**config.mk**
```make
export PLATFORM = sky130hd
export DESIGN_NAME = header_checksum_frame_builder
export DESIGN_NICKNAME = d
export VERILOG_FILES = /design/src/sv/hcfb_pkg.sv /design/src/sv/header_checksum_frame_builder.sv /design/src/sv/hcfb_byte_sel.sv
export SDC_FILE = /design/constraint.sdc
export NUM_CORES = 1
export LEC_CHECK = 0
export BUFFER_PORTS_ARGS = -buffer_cell sky130_fd_sc_hd__buf_2
export CAP_MARGIN = 20
export CORE_ASPECT_RATIO = 0.8
export CORE_MARGIN = 10
export CORE_UTILIZATION = 55
export DETAILED_ROUTE_END_ITERATION = 16
export HOLD_SLACK_MARGIN = 0.15
export PLACE_DENSITY = 0.85
export SETUP_SLACK_MARGIN = 0.1
export SYNTH_ARGS = -nofsm -noshare
export SYNTH_HDL_FRONTEND = slang
export SYNTH_HIERARCHICAL = 1
export SYNTH_SLANG_ARGS = --single-unit
```
**constraint.sdc**
```tcl
create_clock -name clk -period 3.6 [get_ports clk]
set_clock_uncertainty 0.15 [all_clocks]
set_input_delay 0.72 -clock clk [delete_from_list [all_inputs] [get_ports clk]]
set_output_delay 0.72 -clock clk [all_outputs]
set_load 0.01 [all_outputs]
```
**src/sv/hcfb_pkg.sv**
```systemverilog
// ----------------------------------------------------------------------------
// hcfb_pkg
// Types and constants shared by the header/checksum frame builder.
// ----------------------------------------------------------------------------
package hcfb_pkg;

	localparam logic [7:0] SYNC_FIRST   = 8'hAA;
	localparam logic [7:0] SYNC_SECOND  = 8'h55;
	localparam logic [7:0] LENGTH_RESET = 8'd76;
	localparam logic [7:0] PAD_BYTE     = 8'h00;

	// configuration register indexes
	typedef enum logic [0:0] {
		REG_NODE_ADDRESS = 1'b0,
		REG_LENGTH_BYTE  = 1'b1
	} reg_index_t;

	// position of the next byte within the bytes caused by one input word
	typedef enum logic [3:0] {
		POS_SYNC1  = 4'd0,
		POS_SYNC2  = 4'd1,
		POS_LENGTH = 4'd2,
		POS_SEQ    = 4'd3,
		POS_NODE   = 4'd4,
		POS_MTYPE  = 4'd5,
		POS_LINK   = 4'd6,
		POS_ACK    = 4'd7,
		POS_DATA   = 4'd8,
		POS_PAD    = 4'd9,
		POS_SUM    = 4'd10
	} pos_t;

	typedef struct packed {
		logic [7:0] data_byte;
		logic       first_byte;
		logic       last_byte;
		logic [7:0] sequence_number;
		logic [7:0] msg_kind;
		logic [7:0] link_method;
		logic       ack_request;
	} in_word_t;

	typedef struct packed {
		logic [7:0] out_byte;
		logic       frame_end;
	} out_word_t;

	typedef struct packed {
		logic [7:0] node_address;
		logic [7:0] length_byte;
	} cfg_t;

endpackage

```
**src/sv/header_checksum_frame_builder.sv**
```systemverilog
// ----------------------------------------------------------------------------
// header_checksum_frame_builder
// Wraps a payload byte stream in link frames: sync/header ahead of the first
// byte, zero pad and 8-bit additive checksum after the last byte.
// ----------------------------------------------------------------------------
//
//  channel   | signals                         | word
//  ----------+---------------------------------+---------------------------
//  input     | in_valid / in_ready / in_data   | one payload byte + flags
//  output    | out_valid / out_ready / out_data| one framed byte + frame_end
//  config    | cfg_we / cfg_index / cfg_wdata  | node address, length byte
//
// One output byte leaves per cycle while out_ready allows. An input word yields
// 1, 3, 9 or 11 output bytes; plain payload bytes stream at one per cycle when
// the output is not stalled. The held-word register frees on the cycle its
// final byte moves to the output register, so the next input word is taken
// in that same cycle. Reset clears both valids, the running sum and loads the
// register defaults. A stall on out_ready freezes the sequencer.
//
module header_checksum_frame_builder
	import hcfb_pkg::*;
(
	input  logic       clk,
	input  logic       arst_n,
	input  logic       in_valid,
	output logic       in_ready,
	input  in_word_t   in_data,
	output logic       out_valid,
	input  logic       out_ready,
	output out_word_t  out_data,
	input  logic       cfg_we,
	input  logic [0:0] cfg_index,
	input  logic [7:0] cfg_wdata
);

	// configuration registers
	cfg_t       cfg_q;

	// held input word and its byte position
	logic       valid_s1;
	in_word_t   item_s1;
	pos_t       pos_s1;

	// running frame sum
	logic [7:0] sum_q;

	// output register
	logic       out_valid_q;
	out_word_t  out_q;

	logic       step;
	logic       last_step;
	logic       take;
	out_word_t  sel_word;
	logic [7:0] sum_base;

	// config writes; the user must write only while the block is idle, the block itself does not enforce it
	always_ff @(posedge clk or negedge arst_n) begin
		if (!arst_n) begin
			cfg_q.node_address <= 8'd0;
			cfg_q.length_byte  <= LENGTH_RESET;
		end else if (cfg_we) begin
			unique case (reg_index_t'(cfg_index))
				REG_NODE_ADDRESS: cfg_q.node_address <= cfg_wdata;
				REG_LENGTH_BYTE:  cfg_q.length_byte  <= cfg_wdata;
				default: ;
			endcase
		end
	end

	// a byte moves on whenever the output register is empty or being drained
	assign step      = valid_s1 && (!out_valid_q || out_ready);
	// final byte of this word: data byte on a non-last word, else the checksum
	assign last_step = step && ((pos_s1 == POS_SUM) ||
	                            ((pos_s1 == POS_DATA) && !item_s1.last_byte));
	assign in_ready  = !valid_s1 || last_step;
	assign take      = in_valid && in_ready;

	hcfb_byte_sel u_sel (
		.pos         (pos_s1),
		.item        (item_s1),
		.cfg         (cfg_q),
		.running_sum (sum_q),
		.word        (sel_word)
	);

	// the first sync byte opens a new frame, dropping any open sum
	assign sum_base = (pos_s1 == POS_SYNC1) ? 8'd0 : sum_q;

	always_ff @(posedge clk or negedge arst_n) begin
		if (!arst_n) begin
			valid_s1 <= 1'b0;
			pos_s1   <= POS_DATA;
		end else if (take) begin
			valid_s1 <= 1'b1;
			pos_s1   <= in_data.first_byte ? POS_SYNC1 : POS_DATA;
		end else if (last_step) begin
			valid_s1 <= 1'b0;
		end else if (step) begin
			pos_s1   <= pos_t'(pos_s1 + 4'd1);
		end
	end

	always_ff @(posedge clk) begin
		if (take) begin
			item_s1 <= in_data;
		end
	end

	// checksum byte clears the sum; everything else adds in
	always_ff @(posedge clk or negedge arst_n) begin
		if (!arst_n) begin
			sum_q <= 8'd0;
		end else if (step) begin
			if (sel_word.frame_end) begin
				sum_q <= 8'd0;
			end else begin
				sum_q <= sum_base + sel_word.out_byte;
			end
		end
	end

	always_ff @(posedge clk or negedge arst_n) begin
		if (!arst_n) begin
			out_valid_q <= 1'b0;
		end else if (step) begin
			out_valid_q <= 1'b1;
		end else if (out_ready) begin
			out_valid_q <= 1'b0;
		end
	end

	always_ff @(posedge clk) begin
		if (step) begin
			out_q <= sel_word;
		end
	end

	assign out_valid = out_valid_q;
	assign out_data  = out_q;

endmodule

```
**src/sv/hcfb_byte_sel.sv**
```systemverilog
// ----------------------------------------------------------------------------
// hcfb_byte_sel
// Picks the frame byte for the current position of the held input word.
// ----------------------------------------------------------------------------
module hcfb_byte_sel
	import hcfb_pkg::*;
(
	input  pos_t       pos,
	input  in_word_t   item,
	input  cfg_t       cfg,
	input  logic [7:0] running_sum,
	output out_word_t  word
);

	always_comb begin
		word.frame_end = 1'b0;
		unique case (pos)
			POS_SYNC1:  word.out_byte = SYNC_FIRST;
			POS_SYNC2:  word.out_byte = SYNC_SECOND;
			POS_LENGTH: word.out_byte = cfg.length_byte;
			POS_SEQ:    word.out_byte = item.sequence_number;
			POS_NODE:   word.out_byte = cfg.node_address;
			POS_MTYPE:  word.out_byte = item.msg_kind;
			POS_LINK:   word.out_byte = item.link_method;
			POS_ACK:    word.out_byte = {7'd0, item.ack_request};
			POS_DATA:   word.out_byte = item.data_byte;
			POS_PAD:    word.out_byte = PAD_BYTE;
			POS_SUM: begin
				word.out_byte  = running_sum;
				word.frame_end = 1'b1;
			end
			default:    word.out_byte = PAD_BYTE;
		endcase
	end

endmodule

```
-- Word level (Yosys, flattened, before mapping)
Cells that the tools add are included.
- bits in registers: 73
- logic and storage cells: 56
- bits of input ports: 49
- $add $sub $neg: 2
- multiplexer cells: 12
- bitwise logic cells: 1
- reductions and logical operators: 17
- equal/unequal tests: 10
- operators with widths (kind ; count):
    8-bit one-hot mux with 10 select lines ; 1
    4-bit by 3-bit == test with 1-bit output (second input constant) ; 4
    4-bit 2-to-1 mux ; 4
    8-bit 2-to-1 mux ; 2
    8-bit adder ; 1
    4-bit by 2-bit == test with 1-bit output (second input constant) ; 2
    4-bit == test (second input constant) ; 2
    2-bit AND reduction ; 3
    2-bit nonzero test ; 3
    1-bit 2-to-1 mux ; 5
    4-bit by 1-bit adder with 4-bit output (second input constant) ; 1
    4-bit by 1-bit == test with 1-bit output (second input constant) ; 1
    1-bit logical AND ; 4
    4-bit logical NOT ; 1
    1-bit logical NOT ; 3
    1-bit logical OR ; 3
    2-bit by 1-bit != test with 1-bit output (second input constant) ; 1
    1-bit inverter ; 1

-- Logic depth before layout (Yosys ltp)
Gate-level depths: netlist of the first run.
- word-level depth: 8
- depth in mapped cells: 14
- depth with buffers taken out: 12

-- Cells and area by module
The synthesis of the first run kept the hierarchy.
- modules (own cells, without submodules) (module ; cells an instance ; area an instance (um^2) ; times used ; sequential area each (um^2)):
    header_checksum_frame_builder ; 187 ; 2917.8 ; 1 ; 2077.0
    hcfb_byte_sel ; 86 ; 573.0 ; 1 ; 0.0

-- Least setup slack after synthesis of the first run
No wires, ideal clock.
- path type: flip-flop to flip-flop
- from: register pos_s1[2]
- to: register sum_q[7]
- path buffers: 1
- required time: 3318 ps
- cell stages (with the launch flop): 13
- path slack: 536 ps
- clock period less this slack: 3064 ps
- arrival time: 2782 ps
- cells stage by stage: dfrtp_1 -> buf_4 -> nor3b_1 -> a2111oi_0 -> a211oi_1 -> o21ai_0 -> ha_1 -> a211oi_2 -> nor3_1 -> o31a_1 -> or3_1 -> a32oi_1 -> o31ai_1
- RTL lines (element ; RTL line ; RTL):
    start: declaration ; header_checksum_frame_builder.sv:42 ; pos_t pos_s1;
    start signal: assignment ; header_checksum_frame_builder.sv:96 ; pos_s1 <= in_data.first_byte ? POS_SYNC1 : POS_DATA;
    start signal: assignment ; header_checksum_frame_builder.sv:100 ; pos_s1 <= pos_t'(pos_s1 + 4'd1);
    end signal: assignment ; header_checksum_frame_builder.sv:118 ; sum_q <= sum_base + sel_word.out_byte;
    end: declaration ; header_checksum_frame_builder.sv:45 ; logic [7:0] sum_q;

==> results of run 1 <==
==> worst paths after layout <==
check                                      startpoint                     to  depth (start not counted)
worst max-delay path            pos_s1[3]$_DFFE_PN1P_   sum_q[7]$_DFFE_PN0P_                         11
worst min-delay path                           arst_n   sum_q[2]$_DFFE_PN0P_                          1
worst max register to register  pos_s1[3]$_DFFE_PN1P_   sum_q[7]$_DFFE_PN0P_                         11
worst min register to register   cfg_q[7]$_DFFE_PN0P_   cfg_q[7]$_DFFE_PN0P_                          1
max in group asynchronous                      arst_n  pos_s1[2]$_DFFE_PN0P_                          1
min in group clk                 cfg_q[7]$_DFFE_PN0P_   cfg_q[7]$_DFFE_PN0P_                          1
==> cells in the final DEF (no fill, tap or decap), types with 3 or more instances in the layout <==
master and n:
sky130_fd_sc_hd__xor2_1 4, sky130_fd_sc_hd__nand3_1 7, sky130_fd_sc_hd__a21oi_1 7, sky130_fd_sc_hd__nand2_1 18, sky130_fd_sc_hd__mux2_2 17, sky130_fd_sc_hd__buf_4 11
sky130_fd_sc_hd__o21ai_0 9, sky130_fd_sc_hd__edfxtp_1 43, sky130_fd_sc_hd__xnor2_1 5, sky130_fd_sc_hd__ha_1 9, sky130_fd_sc_hd__inv_1 8, sky130_fd_sc_hd__o31ai_1 5
sky130_fd_sc_hd__clkbuf_8 9, sky130_fd_sc_hd__buf_2 59, sky130_fd_sc_hd__nor3_1 3, sky130_fd_sc_hd__a211o_1 3, sky130_fd_sc_hd__a22oi_1 13, sky130_fd_sc_hd__dfstp_2 3
sky130_fd_sc_hd__o211ai_1 4, sky130_fd_sc_hd__nor2_1 13, sky130_fd_sc_hd__mux2i_1 4, sky130_fd_sc_hd__nand2b_1 6, sky130_fd_sc_hd__o221ai_1 3, sky130_fd_sc_hd__nor2b_1 12
sky130_fd_sc_hd__dfrtp_1 24, sky130_fd_sc_hd__a2bb2oi_1 3
==> final cells by class <==
class                      count  area, sq um
inverter                       8        30.03
tap                           81        101.3
sequential                    73         2053
multi-input combinational    178         1348
timing repair buffer          70        377.9
clock inverter                 7        93.84
clock buffer                   9        123.9
fill                         478         1878
==> repair_timing <==
| item | in CTS | in global routing |
|---|---|---|
| buffers inserted | 0 | 2 |
| setup endpoints to repair | 0 | 3 |
| gates resized for setup | 0 | 13 |
==> critical path, cell delays in order, from the launching register on <==
cell and delay [ns]:
sky130_fd_sc_hd__dfstp_4 0.73, sky130_fd_sc_hd__and3b_2 0.29, sky130_fd_sc_hd__a22oi_1 0.10, sky130_fd_sc_hd__o221ai_1 0.26, sky130_fd_sc_hd__a211o_1 0.16, sky130_fd_sc_hd__ha_1 0.28
sky130_fd_sc_hd__o21ai_0 0.24, sky130_fd_sc_hd__nor3_1 0.08, sky130_fd_sc_hd__o31a_1 0.31, sky130_fd_sc_hd__or3_1 0.32, sky130_fd_sc_hd__a32oi_1 0.20, sky130_fd_sc_hd__o31ai_1 0.10
==> per-stage QoR <==
step	std cells	setup WS, ns
after floorplan	272	0.5356
after global placement	408	0.2268
after detailed placement	408	0.1456
after CTS	424	0.1009
after global routing	426	0.07012
final	426	0.2555
==> layer usage <==
metal / routed length (um) / GRT usage / up-vias / share of wire
met5: 0 / 0 / - / 0
met4: 139 / 0.06031 / 0 / 0.018
met3: 690 / 0.05085 / 17 / 0.089
met2: 3553 / 0.2505 / 104 / 0.46
met1: 3401 / 0.2214 / 1167 / 0.44
li1: - / - / 1148 / -
==> registers in the layout, indices dropped and copies added (netlist names) <==
signal,count
item_s1,34
cfg_q,16
out_data,9
sum_q,8
pos_s1,4
out_valid,1
valid_s1,1
==> power breakdown <==
group	internal, mW	switching (mW)	leakage [nW]	total, mW
Clock	0.390	0.310	0.107	0.700
Combinational	0.694	0.881	0.820	1.57
Sequential	1.16	0.168	0.748	1.33
==> reports/summary.md, run 1 <==
The flow ran to the end, and the final reports show no timing, DRC or antenna violations. In the final routed layout, each cell accounts on average for 18.27 um. Entering global routing, the biggest net connects 39 pins. Clock-pin slew was measured on the worst setup and hold paths at 0.08 ns. The finished cells cover 4128 sq um. At the pin with the least slew margin, the transition time is 0.7727 ns. The logs give 0 for the final-report hold violation count and 119 for the count of routing violations after the opening detailed-route iteration. Synthesis handed over a netlist of 272 instances.

The overall fraction of global-route tracks in use came out at 0.1665. The later pin in the worst-skew pair is clocked with a latency of 0.34 ns. Power comes to 3.603 mW. The mapped netlist covers 3461 sq um. TritonCTS built the clock tree. The logs give 2436 for the via count and 25 for the number of core rows. The number of buffers added on ports was 59. Counting every net in the synthesized netlist gives 332. Nature of the critical path endpoint: a flop. The cell sitting at the root of the clock tree is a sky130_fd_sc_hd__clkbuf_8.

For the global-route wire length before repair, the log shows 13000 um. Relative slew slack: 0.4838. The setup check on the worst reg-to-reg path leaves a slack of 0.26 ns.

The clock sink count was 73; the number of nets with antenna violations after detailed routing was 0. The routed design has 7784 um of wire. The clock passes through at most 2 buffers.

For the worst setup path, the data arrival time is 3.41 ns. The first TritonRoute pass finished after 5 iterations. The portion of the clock cycle consumed by the worst path in the final layout is 0.9290, and the post-synthesis area per instance is 12.72 sq um. The maximum fanout encountered on the critical timing path was 11. The effective utilization at floorplan came out at 0.5762. Summing all placed instances gives a cell area of 3852 sq um. The worst setup path is of the reg -> reg kind. The power per cell area is 872.8 nW/um^2, and the DRC violation count after routing is 0.

For this design the static power due to leakage is 1.675 nW. The logs give 0 for the number of max-slew violations in the final report and 0.8472 for the final weighted congestion in routability-driven placement. The fraction of the core area covered by cells at the end of the flow was 0.6873; the minimum clock period after layout was 3.344 ns. The number of global-route vias before repair was 2561; the post-route worst hold slack was 0.2642 ns. The half-perimeter wire length after placement is 5759 um. Clock tree synthesis inserted a total of 9 buffers. Max-cap violations in this run came to 0. The share of layout cells above drive strength 1 is 0.3565, and the total congestion overflow after global routing is 0.

Dividing the detail-routed via count by the number of cells gives 5.718. The final total negative setup slack was 0 ns. The path class of the tightest hold or removal check is in -> async. The logs give 0 for the initial antenna violation count and 9885 sq um for the area enclosed by the die boundary. The clock tree synthesis step divided the H-tree into 3 levels.

The Yosys step of the flow raised 6 warnings. After the last flow step, the layout net total stands at 400. In this run the horizontal extent of the chip is 108.7 um. Setup repair after global routing could not meet its margin everywhere. The vertical die dimension is 90.95 um, and the cts-stage hold buffer count is 0.

The setup violation total in the final timing report was 0. Placeable core region: 6006 sq um. Based on the critical path, the design can be clocked at up to 299.0 MHz. IR analysis of the VDD net gives a maximum drop of 0.3642 mV. Pin placement for this block handled 60 I/O pins. At the worst endpoint, the required time is 3.67 ns.

The repair_antennas step left the layout with diodes totalling 0. STA classifies the critical path startpoint as a flop. The relative area change from synthesis to final layout was 19.27%.
(Power assumes the default switching activity.)
==> run 2, diff against run 1 <==
--- a/config.mk
+++ b/config.mk
@@ -9,10 +9,10 @@
 export CAP_MARGIN = 20
 export CORE_ASPECT_RATIO = 0.8
 export CORE_MARGIN = 10
-export CORE_UTILIZATION = 55
+export CORE_UTILIZATION = 45
 export DETAILED_ROUTE_END_ITERATION = 16
 export HOLD_SLACK_MARGIN = 0.15
-export PLACE_DENSITY = 0.85
+export PLACE_DENSITY = 0.73
 export SETUP_SLACK_MARGIN = 0.1
 export SYNTH_ARGS = -nofsm -noshare
 export SYNTH_HDL_FRONTEND = slang
==> constraint.sdc (replaced) <==
create_clock -name clk -period 3.5 [get_ports clk]
set_clock_uncertainty 0.15 [all_clocks]
set_input_delay 0.7 -clock clk [delete_from_list [all_inputs] [get_ports clk]]
set_output_delay 0.7 -clock clk [all_outputs]
set_load 0.01 [all_outputs]
==> run 2 against run 1 <==
  * Die area increased by 18%
  * Critical path depth increased by 1
  * Fmax increased by 1.6%
  * Clock power increased by 14%
  * Non-clock buffer count increased by 7
  * Register-to-register slack got worse by 0.05 ns
  * Sequential cell count unchanged
  * Critical endpoint unchanged
  * Largest cell class unchanged
  * Highest routed layer unchanged
==> reports/summary.md, run 2 (synthesis gave the netlist of run 1 again) <==
The portion of total power attributed to sequential cells came out at 0.340 (was 0.369). Total routed wirelength: 7906 um (was 7784 um). The portion of the clock cycle consumed by the worst path in the final layout is 0.9404 (was 0.9290), and the source-to-sink clock delay at the later pin of the worst-skew pair is 0.35 ns (was 0.34 ns). The logs give 0.203 (was 0.194) for the part of the power in the clock network and 60 (unchanged) for the number of ports placed on the die boundary. The transition at the pin with the smallest max-transition slack was 0.7491 ns (was 0.7727 ns); the relative slew slack was 0.4996 (was 0.4838). For the overall fraction of global-route tracks in use, the log shows 0.1376 (was 0.1665). The final total power is 3.941 mW (was 3.603 mW). The placeable core region is 7427 sq um (was 6006 sq um). The effective utilization at floorplan came out at 0.4660 (was 0.5762). The number of buffers added on ports was 59 (unchanged).

The final weighted congestion in routability-driven placement came out at 0.9131 (was 0.8472). The register ranked first by flip-flop count is item_s1 (unchanged). The flip-flop count of the largest register, all copies and words added came out at 34 (unchanged). Post-route worst hold slack: 0.2364 ns (was 0.2642 ns). The internal power of the cells is 2.510 mW (was 2.244 mW), and the DRC violation count after routing is 0 (unchanged). The run gives 3 (unchanged) as the maximum level of the CTS H-tree. The vertical die dimension was 98.44 um (was 90.95 um). The run gives 9 (unchanged) as the CTS buffer count.

The flow ran to the end, and the final reports show no timing, DRC or antenna violations. The non-filler instance count after layout was 457 (was 426). The logs give 0.07799 ns (was 0.1456 ns) for the setup slack at placement and 0 (unchanged) for the number of max-slew violations in the final report. The register area came out at 2049 sq um (was 2053 sq um). The maximum fanout encountered on the critical timing path is 25 (was 11), and the number of fillers in the final layout is 641 (was 478). For the clock sink count, the log shows 73 (unchanged). The run gives 433 (was 408) as the placed cell count. Setup repair after global routing left no endpoint under its margin. The top routing layer in use is met4 (unchanged). The cell area reported after detailed placement was 3902 sq um (was 3852 sq um); the count of inserted antenna diode cells was 0 (unchanged).

The setup violation total in the final timing report was 0 (unchanged). Most frequent standard cell in the layout excluding fill and tap cells: sky130_fd_sc_hd__buf_2 (unchanged). The via-per-instance ratio was 5.295 (was 5.718); the number of nets in the layout was 407 (was 400). TritonCTS built the clock tree. The half-perimeter wire length after placement came out at 5706 um (was 5759 um).

Switching fraction of total power: 0.3631 (was 0.3771). Start-to-end type of the worst setup path: reg -> reg (unchanged). The tools report the clock tree root buffer cell as sky130_fd_sc_hd__clkbuf_8 (unchanged). The endpoint arrival time on the critical path came out at 3.37 ns (was 3.41 ns). Leading cell types in the layout, fill and taps excluded: 60 x sky130_fd_sc_hd__buf_2, 43 x sky130_fd_sc_hd__edfxtp_1, 24 x sky130_fd_sc_hd__dfrtp_1 (was 59 x sky130_fd_sc_hd__buf_2, 43 x sky130_fd_sc_hd__edfxtp_1, 24 x sky130_fd_sc_hd__dfrtp_1). The area enclosed by the die boundary was 11620 sq um (was 9885 sq um); the multi-input combinational cell area was 1379 sq um (was 1348 sq um). The tools report the wire length the detailed router placed on met1 as 3927 um (was 3401 um). The path class of the lowest-slack min-delay path is in -> async (unchanged).

The relative area change from synthesis to final layout is 23.64% (was 19.27%). The minimum clock period after layout came out at 3.291 ns (was 3.344 ns). The tools report the initial antenna violation count as 0 (unchanged). The design area came out at 4279 sq um (was 4128 sq um). The global-route wire length before repair is 12770 um (was 13000 um).

The run gives 0.457 (was 0.437) as the part of the power in combinational logic. The required time of the critical path was 3.58 ns (was 3.67 ns); the standby leakage power was 1.730 nW (was 1.675 nW). The clock transition at the registers of the reported paths was 0.08 ns (about the same).

The number of global-route vias before repair is 2464 (was 2561), and the floorplan die width is 118.0 um (was 108.7 um). The reg2reg setup slack is 0.21 ns (was 0.26 ns). The detailed-route wire length per cell was 17.30 um (was 18.27 um); the power per cell area was 920.9 nW/um^2 (was 872.8 nW/um^2). For the final-report hold violation count, the log shows 0 (unchanged).

The total congestion overflow after global routing was 0 (unchanged); the maximum clock frequency was 303.8 MHz (was 299.0 MHz). The tools report the worst vdd rail ir drop as 0.3389 mV (was 0.3642 mV). The nature of the critical path endpoint is a flop (unchanged). The number of nets with antenna violations after detailed routing was 0 (unchanged).

The max-capacitance violation count is 0 (unchanged), and the number of core rows is 28 (was 25). The pin count of the biggest net entering global routing was 39 (unchanged). The length of routed met3 wiring was 515 um (was 690 um); the fraction of the core area covered by cells at the end of the flow was 0.5761 (was 0.6873).

The net switching power was 1.431 mW (was 1.359 mW). The maximum clock path buffer count is 2 (unchanged), and the via count is 2420 (was 2436). The startpoint type of the worst setup path was a flop (unchanged).

The number of detailed-route iterations in the first pass was 4 (was 5). For the final total negative setup slack, the log shows 0 ns (unchanged). The share of layout cells above drive strength 1 was 0.3750 (was 0.3565); the met2 layer wire length in the routed design was 3328 um (was 3553 um).

The worst-case setup margin in the final layout came out at 0.2087 ns (was 0.2555 ns). Count of routing violations after the opening detailed-route iteration: 227 (was 119).
run 2: changes by cell type in the layout (fill, tap and decap cells not counted), moves of 2 or more:
cell / change
sky130_fd_sc_hd__buf_4: +4
sky130_fd_sc_hd__ha_1: -2
sky130_fd_sc_hd__ha_4: +2
sky130_fd_sc_hd__nor2b_2: -2
sky130_fd_sc_hd__o21ai_0: -2
run 2: worst max-delay path, cell delays in order, from the launching register on:
cell and delay [ns]:
sky130_fd_sc_hd__dfrtp_1 0.42, sky130_fd_sc_hd__buf_12 0.17, sky130_fd_sc_hd__and3b_2 0.27, sky130_fd_sc_hd__a22oi_1 0.23
sky130_fd_sc_hd__o221ai_1 0.18, sky130_fd_sc_hd__a211o_1 0.34, sky130_fd_sc_hd__ha_4 0.28, sky130_fd_sc_hd__a21oi_1 0.16
sky130_fd_sc_hd__nor2b_1 0.06, sky130_fd_sc_hd__o31a_1 0.26, sky130_fd_sc_hd__or3_1 0.32, sky130_fd_sc_hd__a32oi_1 0.20
sky130_fd_sc_hd__o31ai_1 0.10
run 2: repair_timing:
item,4_1_cts,5_1_grt
hold buffers,0,0
setup endpoints to repair,2,4
pin swaps,0,3
endpoints found under the hold margin,0,0
resized for setup,3,15
buffers inserted,0,8
run 2: layer usage:
layer  vias up  track usage
met5         -            0
met4         0      0.03985
met3        14      0.05986
met2        86       0.1978
met1      1154       0.1841
li1       1166            -
run 2: final cells by class:
type,instances,area share
inverters,8,0.007018
flip-flops and latches,73,0.4789
clock inverters,5,0.02427
well taps,105,0.03070
clock buffers,11,0.03304
multi-input cells,178,0.3222
repair buffers,77,0.1038
run 2: power by group through the flow:
stage / combinational [mW] / sequential (mW) / clock, mW
2_1_floorplan: 1.14 / 1.33 / 0
3_3_place_gp: 1.52 / 1.35 / 0
3_5_place_dp: 1.56 / 1.36 / 0
4_1_cts: 1.59 / 1.34 / 0.819
5_1_grt: 2.00 / 1.36 / 0.866
6_report: 1.80 / 1.34 / 0.801
run 2: path summary, 6_finish.rpt:
kind / cells past startpoint / start / end
worst max-delay path: 12 / pos_s1[1]$_DFFE_PN0P_ / sum_q[7]$_DFFE_PN0P_
worst min-delay path: 1 / arst_n / valid_s1$_DFFE_PN0P_
worst max register to register: 12 / pos_s1[1]$_DFFE_PN0P_ / sum_q[7]$_DFFE_PN0P_
worst min register to register: 2 / sum_q[3]$_DFFE_PN0P_ / sum_q[3]$_DFFE_PN0P_
max in group asynchronous: 1 / arst_n / pos_s1[2]$_DFFE_PN0P_
min in group clk: 2 / in_data[26] / pos_s1[3]$_DFFE_PN1P_
==> run 3, diff against run 2 <==
--- a/config.mk
+++ b/config.mk
@@ -5,6 +5,7 @@
 export SDC_FILE = /design/constraint.sdc
 export NUM_CORES = 1
 export LEC_CHECK = 0
+export ABC_AREA = 1
 export BUFFER_PORTS_ARGS = -buffer_cell sky130_fd_sc_hd__buf_2
 export CAP_MARGIN = 20
 export CORE_ASPECT_RATIO = 0.8
==> run 3 against run 2 <==
  * Via count is 17% higher
  * Clock-buffer cell count is 1 lower
  * Critical path depth is 2 higher
  * First-iteration DRC count is 51% lower
  * Combinational power is 6% lower
  * Sequential cell count stayed put
  * Fmax is 21% higher
  * Highest routed layer unchanged
  * Final area is 1.3% lower
  * Worst setup slack better by 0.57 ns
  * Largest power group unchanged
  * Global-route usage is 0.59 points higher
  * Register-to-register slack better by 0.57 ns
  * Critical endpoint is now sum_q[4]$_DFFE_PN0P_
==> reports/summary.md, run 3 <==
Quantity of gates resized following cts: 0 (was 3). Floorplan die width: 120.1 um (was 118.0 um). The tools report the required time of the critical path as 3.63 ns (was 3.58 ns). The setup violation total in the final timing report was 0 (unchanged); the final total power was 3.729 mW (was 3.941 mW). Startpoint type of the worst setup path: a flop (unchanged). The part of the power in the clock network came out at 0.175 (was 0.203). Number of ports placed on the die boundary: 60 (unchanged). Number of nets with antenna violations after detailed routing: 0 (unchanged). The flip-flop count of the largest register, all copies and words added is 34 (unchanged).

The switching fraction of total power works out to 0.4275 (was 0.3631). The worst vdd rail ir drop is 0.3551 mV (was 0.3389 mV). The depth of the worst register-to-register path is 14 (was 12), and the post-route worst hold slack is 0.2406 ns (was 0.2364 ns).

Number of nets in the synthesized netlist: 456 (was 332). The run gives 0 (unchanged) as the buffers inserted during post-CTS setup optimization. The tools report the number of fillers in the final layout as 720 (was 641).

Setup repair after global routing left no endpoint under its margin. The count of mapped cells out of synthesis was 396 (was 272). The clock tree root buffer cell is sky130_fd_sc_hd__clkbuf_8 (unchanged). The clock transition at the registers of the reported paths is 0.08 ns (about the same). The start-to-end type of the worst setup path is reg -> reg (unchanged). The number of warnings issued by yosys is 6 (unchanged), and the source-to-sink clock delay at the later pin of the worst-skew pair is 0.35 ns (about the same).

The run gives 7874 sq um (was 7427 sq um) as the placeable core region. The path class of the lowest-slack min-delay path is in -> async (unchanged). The vertical die dimension is 100.1 um (was 98.44 um). The tools report the reg-to-reg critical path endpoint as sum_q[4]$_DFFE_PN0P_ (was sum_q[7]$_DFFE_PN0P_).

Number of buffers added on ports: 59 (unchanged). The register ranked first by flip-flop count was item_s1 (unchanged). The effective utilization at floorplan was 0.4578 (was 0.4660). The logs give 0.1435 (was 0.1376) for the overall fraction of global-route tracks in use and 8124 um (was 7906 um) for the total routed wirelength.

For the DRC violation count after routing, the log shows 0 (unchanged). The final-report hold violation count is 0 (unchanged). The cts-stage hold buffer count was 0 (unchanged); the transition at the pin with the smallest max-transition slack was 0.7196 ns (was 0.7491 ns). The post-synthesis area per instance is 9.103 sq um (was 12.72 sq um), and the count of routing violations after the opening detailed-route iteration is 112 (was 227).

Relative slew slack: 0.5203 (was 0.4996). Most frequent standard cell in the layout excluding fill and tap cells: sky130_fd_sc_hd__nand2_1 (was sky130_fd_sc_hd__buf_2). The power per cell area came out at 882.5 nW/um^2 (was 920.9 nW/um^2). The minimum clock period after layout is 2.724 ns (was 3.291 ns).

The via-per-instance ratio works out to 4.912 (was 5.295). The logs give 0.454 (was 0.457) for the part of the power in combinational logic and 73 (unchanged) for the clock sink count. The run finished with clean final reports. For the max-capacitance violation count, the log shows 0 (unchanged). The run gives 0.78 ns (was 0.21 ns) as the reg2reg setup slack. The number of max-slew violations in the final report was 0 (unchanged). The area enclosed by the die boundary is 12010 sq um (was 11620 sq um).

The standby leakage power is 2.082 nW (was 1.730 nW), and the pin count of the biggest net entering global routing is 34 (was 39). The tools report the half-perimeter wire length after placement as 6244 um (was 5706 um). Nature of the critical path endpoint: a flop (unchanged). The run gives 367.1 MHz (was 303.8 MHz) as the maximum clock frequency. Leading cell types in the layout, fill and taps excluded: 141 x sky130_fd_sc_hd__nand2_1, 59 x sky130_fd_sc_hd__buf_2, 43 x sky130_fd_sc_hd__edfxtp_1 (was 60 x sky130_fd_sc_hd__buf_2, 43 x sky130_fd_sc_hd__edfxtp_1, 24 x sky130_fd_sc_hd__dfrtp_1). The initial antenna violation count is 0 (unchanged), and the count of inserted antenna diode cells is 0 (unchanged). The relative area change from synthesis to final layout came out at 17.22% (was 23.64%).

The CTS buffer count is 9 (unchanged). For the global-route wire length before repair, the log shows 13590 um (was 12770 um). The tools report the via count as 2839 (was 2420). For the final total negative setup slack, the log shows 0 ns (unchanged). The tools report the critical register-to-register path startpoint as pos_s1[3]$_DFFE_PN1P_ (was pos_s1[1]$_DFFE_PN0P_). The net switching power is 1.594 mW (was 1.431 mW). The total congestion overflow after global routing is 0 (unchanged), and the maximum clock path buffer count is 2 (unchanged). The internal power of the cells was 2.135 mW (was 2.510 mW). For the portion of total power attributed to sequential cells, the log shows 0.371 (was 0.340). The share of layout cells above drive strength 1 came out at 0.2255 (was 0.3750). The number of global-route vias before repair was 2843 (was 2464). The run gives 29 (was 28) as the number of core rows. The portion of the clock cycle consumed by the worst path in the final layout was 0.7784 (was 0.9404); the detailed-route wire length per cell was 14.06 um (was 17.30 um).

The fraction of the core area covered by cells at the end of the flow was 0.5366 (was 0.5761); the number of detailed-route iterations in the first pass was 5 (was 4). For the number of nets in the layout, the log shows 525 (was 407). Maximum fanout encountered on the critical timing path: 10 (was 25). The logs give 2.85 ns (was 3.37 ns) for the endpoint arrival time on the critical path and 3 (unchanged) for the maximum level of the CTS H-tree. TritonCTS built the clock tree.

The logs give 0.8945 (was 0.9131) for the final weighted congestion in routability-driven placement and 3605 sq um (was 3461 sq um) for the synthesized cell area.
-- run 3: worst max-delay path by stage --
stage / cells past startpoint / end / start
finish: 14 / sum_q[4]$_DFFE_PN0P_ / pos_s1[3]$_DFFE_PN1P_
global route: 14 / sum_q[4]$_DFFE_PN0P_ / pos_s1[3]$_DFFE_PN1P_
CTS: 7 / in_ready / pos_s1[1]$_DFFE_PN0P_
detailed placement: 14 / sum_q[4]$_DFFE_PN0P_ / pos_s1[3]$_DFFE_PN1P_
global placement: 14 / sum_q[4]$_DFFE_PN0P_ / pos_s1[3]$_DFFE_PN1P_
floorplan: 8 / item_s1[0]$_DFFE_PP_ / pos_s1[1]$_DFFE_PN0P_
-- run 3: metal layers --
metal,part of all wire,global-route usage,vias up
li1,-,-,1419
met1,0.46,0.1843,1312
met2,0.45,0.2166,100
met3,0.082,0.05609,8
met4,0.0070,0.05000,0
met5,0,0,-
-- run 3: power by group through the flow --
stage | Clock [mW] | Combinational [mW] | Sequential (mW)
6_report | 0.653 | 1.69 | 1.38
5_1_grt | 0.712 | 1.92 | 1.41
2_1_floorplan | 0 | 1.23 | 1.39
3_3_place_gp | 0 | 1.63 | 1.40
3_5_place_dp | 0 | 1.69 | 1.40
4_1_cts | 0.673 | 1.70 | 1.38
-- run 3: stage by stage --
step / std cells / setup WS, ns / cell area (sq um)
CTS: 578 / 0.7975 / 4225
finish: 578 / 0.7757 / 4225
floorplan: 396 / 1.027 / 3605
global route: 578 / 0.5668 / 4225
detailed placement: 562 / 0.8118 / 4030
global placement: 562 / 0.9237 / 4030
-- run 3: worst max-delay path, cell delays in order (launching register included) --
cell and delay [ns]:
sky130_fd_sc_hd__dfstp_2 0.61, sky130_fd_sc_hd__inv_1 0.12, sky130_fd_sc_hd__nand2_2 0.15, sky130_fd_sc_hd__inv_2 0.11, sky130_fd_sc_hd__nand3_1 0.08, sky130_fd_sc_hd__nand2_1 0.05
sky130_fd_sc_hd__nor2_1 0.09, sky130_fd_sc_hd__nand3_1 0.10, sky130_fd_sc_hd__ha_1 0.25, sky130_fd_sc_hd__fa_1 0.43, sky130_fd_sc_hd__nand2_1 0.11, sky130_fd_sc_hd__a21oi_1 0.08
sky130_fd_sc_hd__o21ai_0 0.15, sky130_fd_sc_hd__nand2_1 0.06, sky130_fd_sc_hd__o21ai_0 0.13
-- run 3: cell type report --
cell class	instances	area, sq um	share of cell area
clock buffer	10	127.6	0.03020
tap	108	135.1	0.03198
multi-input combinational	273	1360	0.3219
sequential	73	2047	0.4845
clock inverter	6	67.56	0.01599
inverter	47	177.7	0.04205
timing repair buffer	61	310.3	0.07344
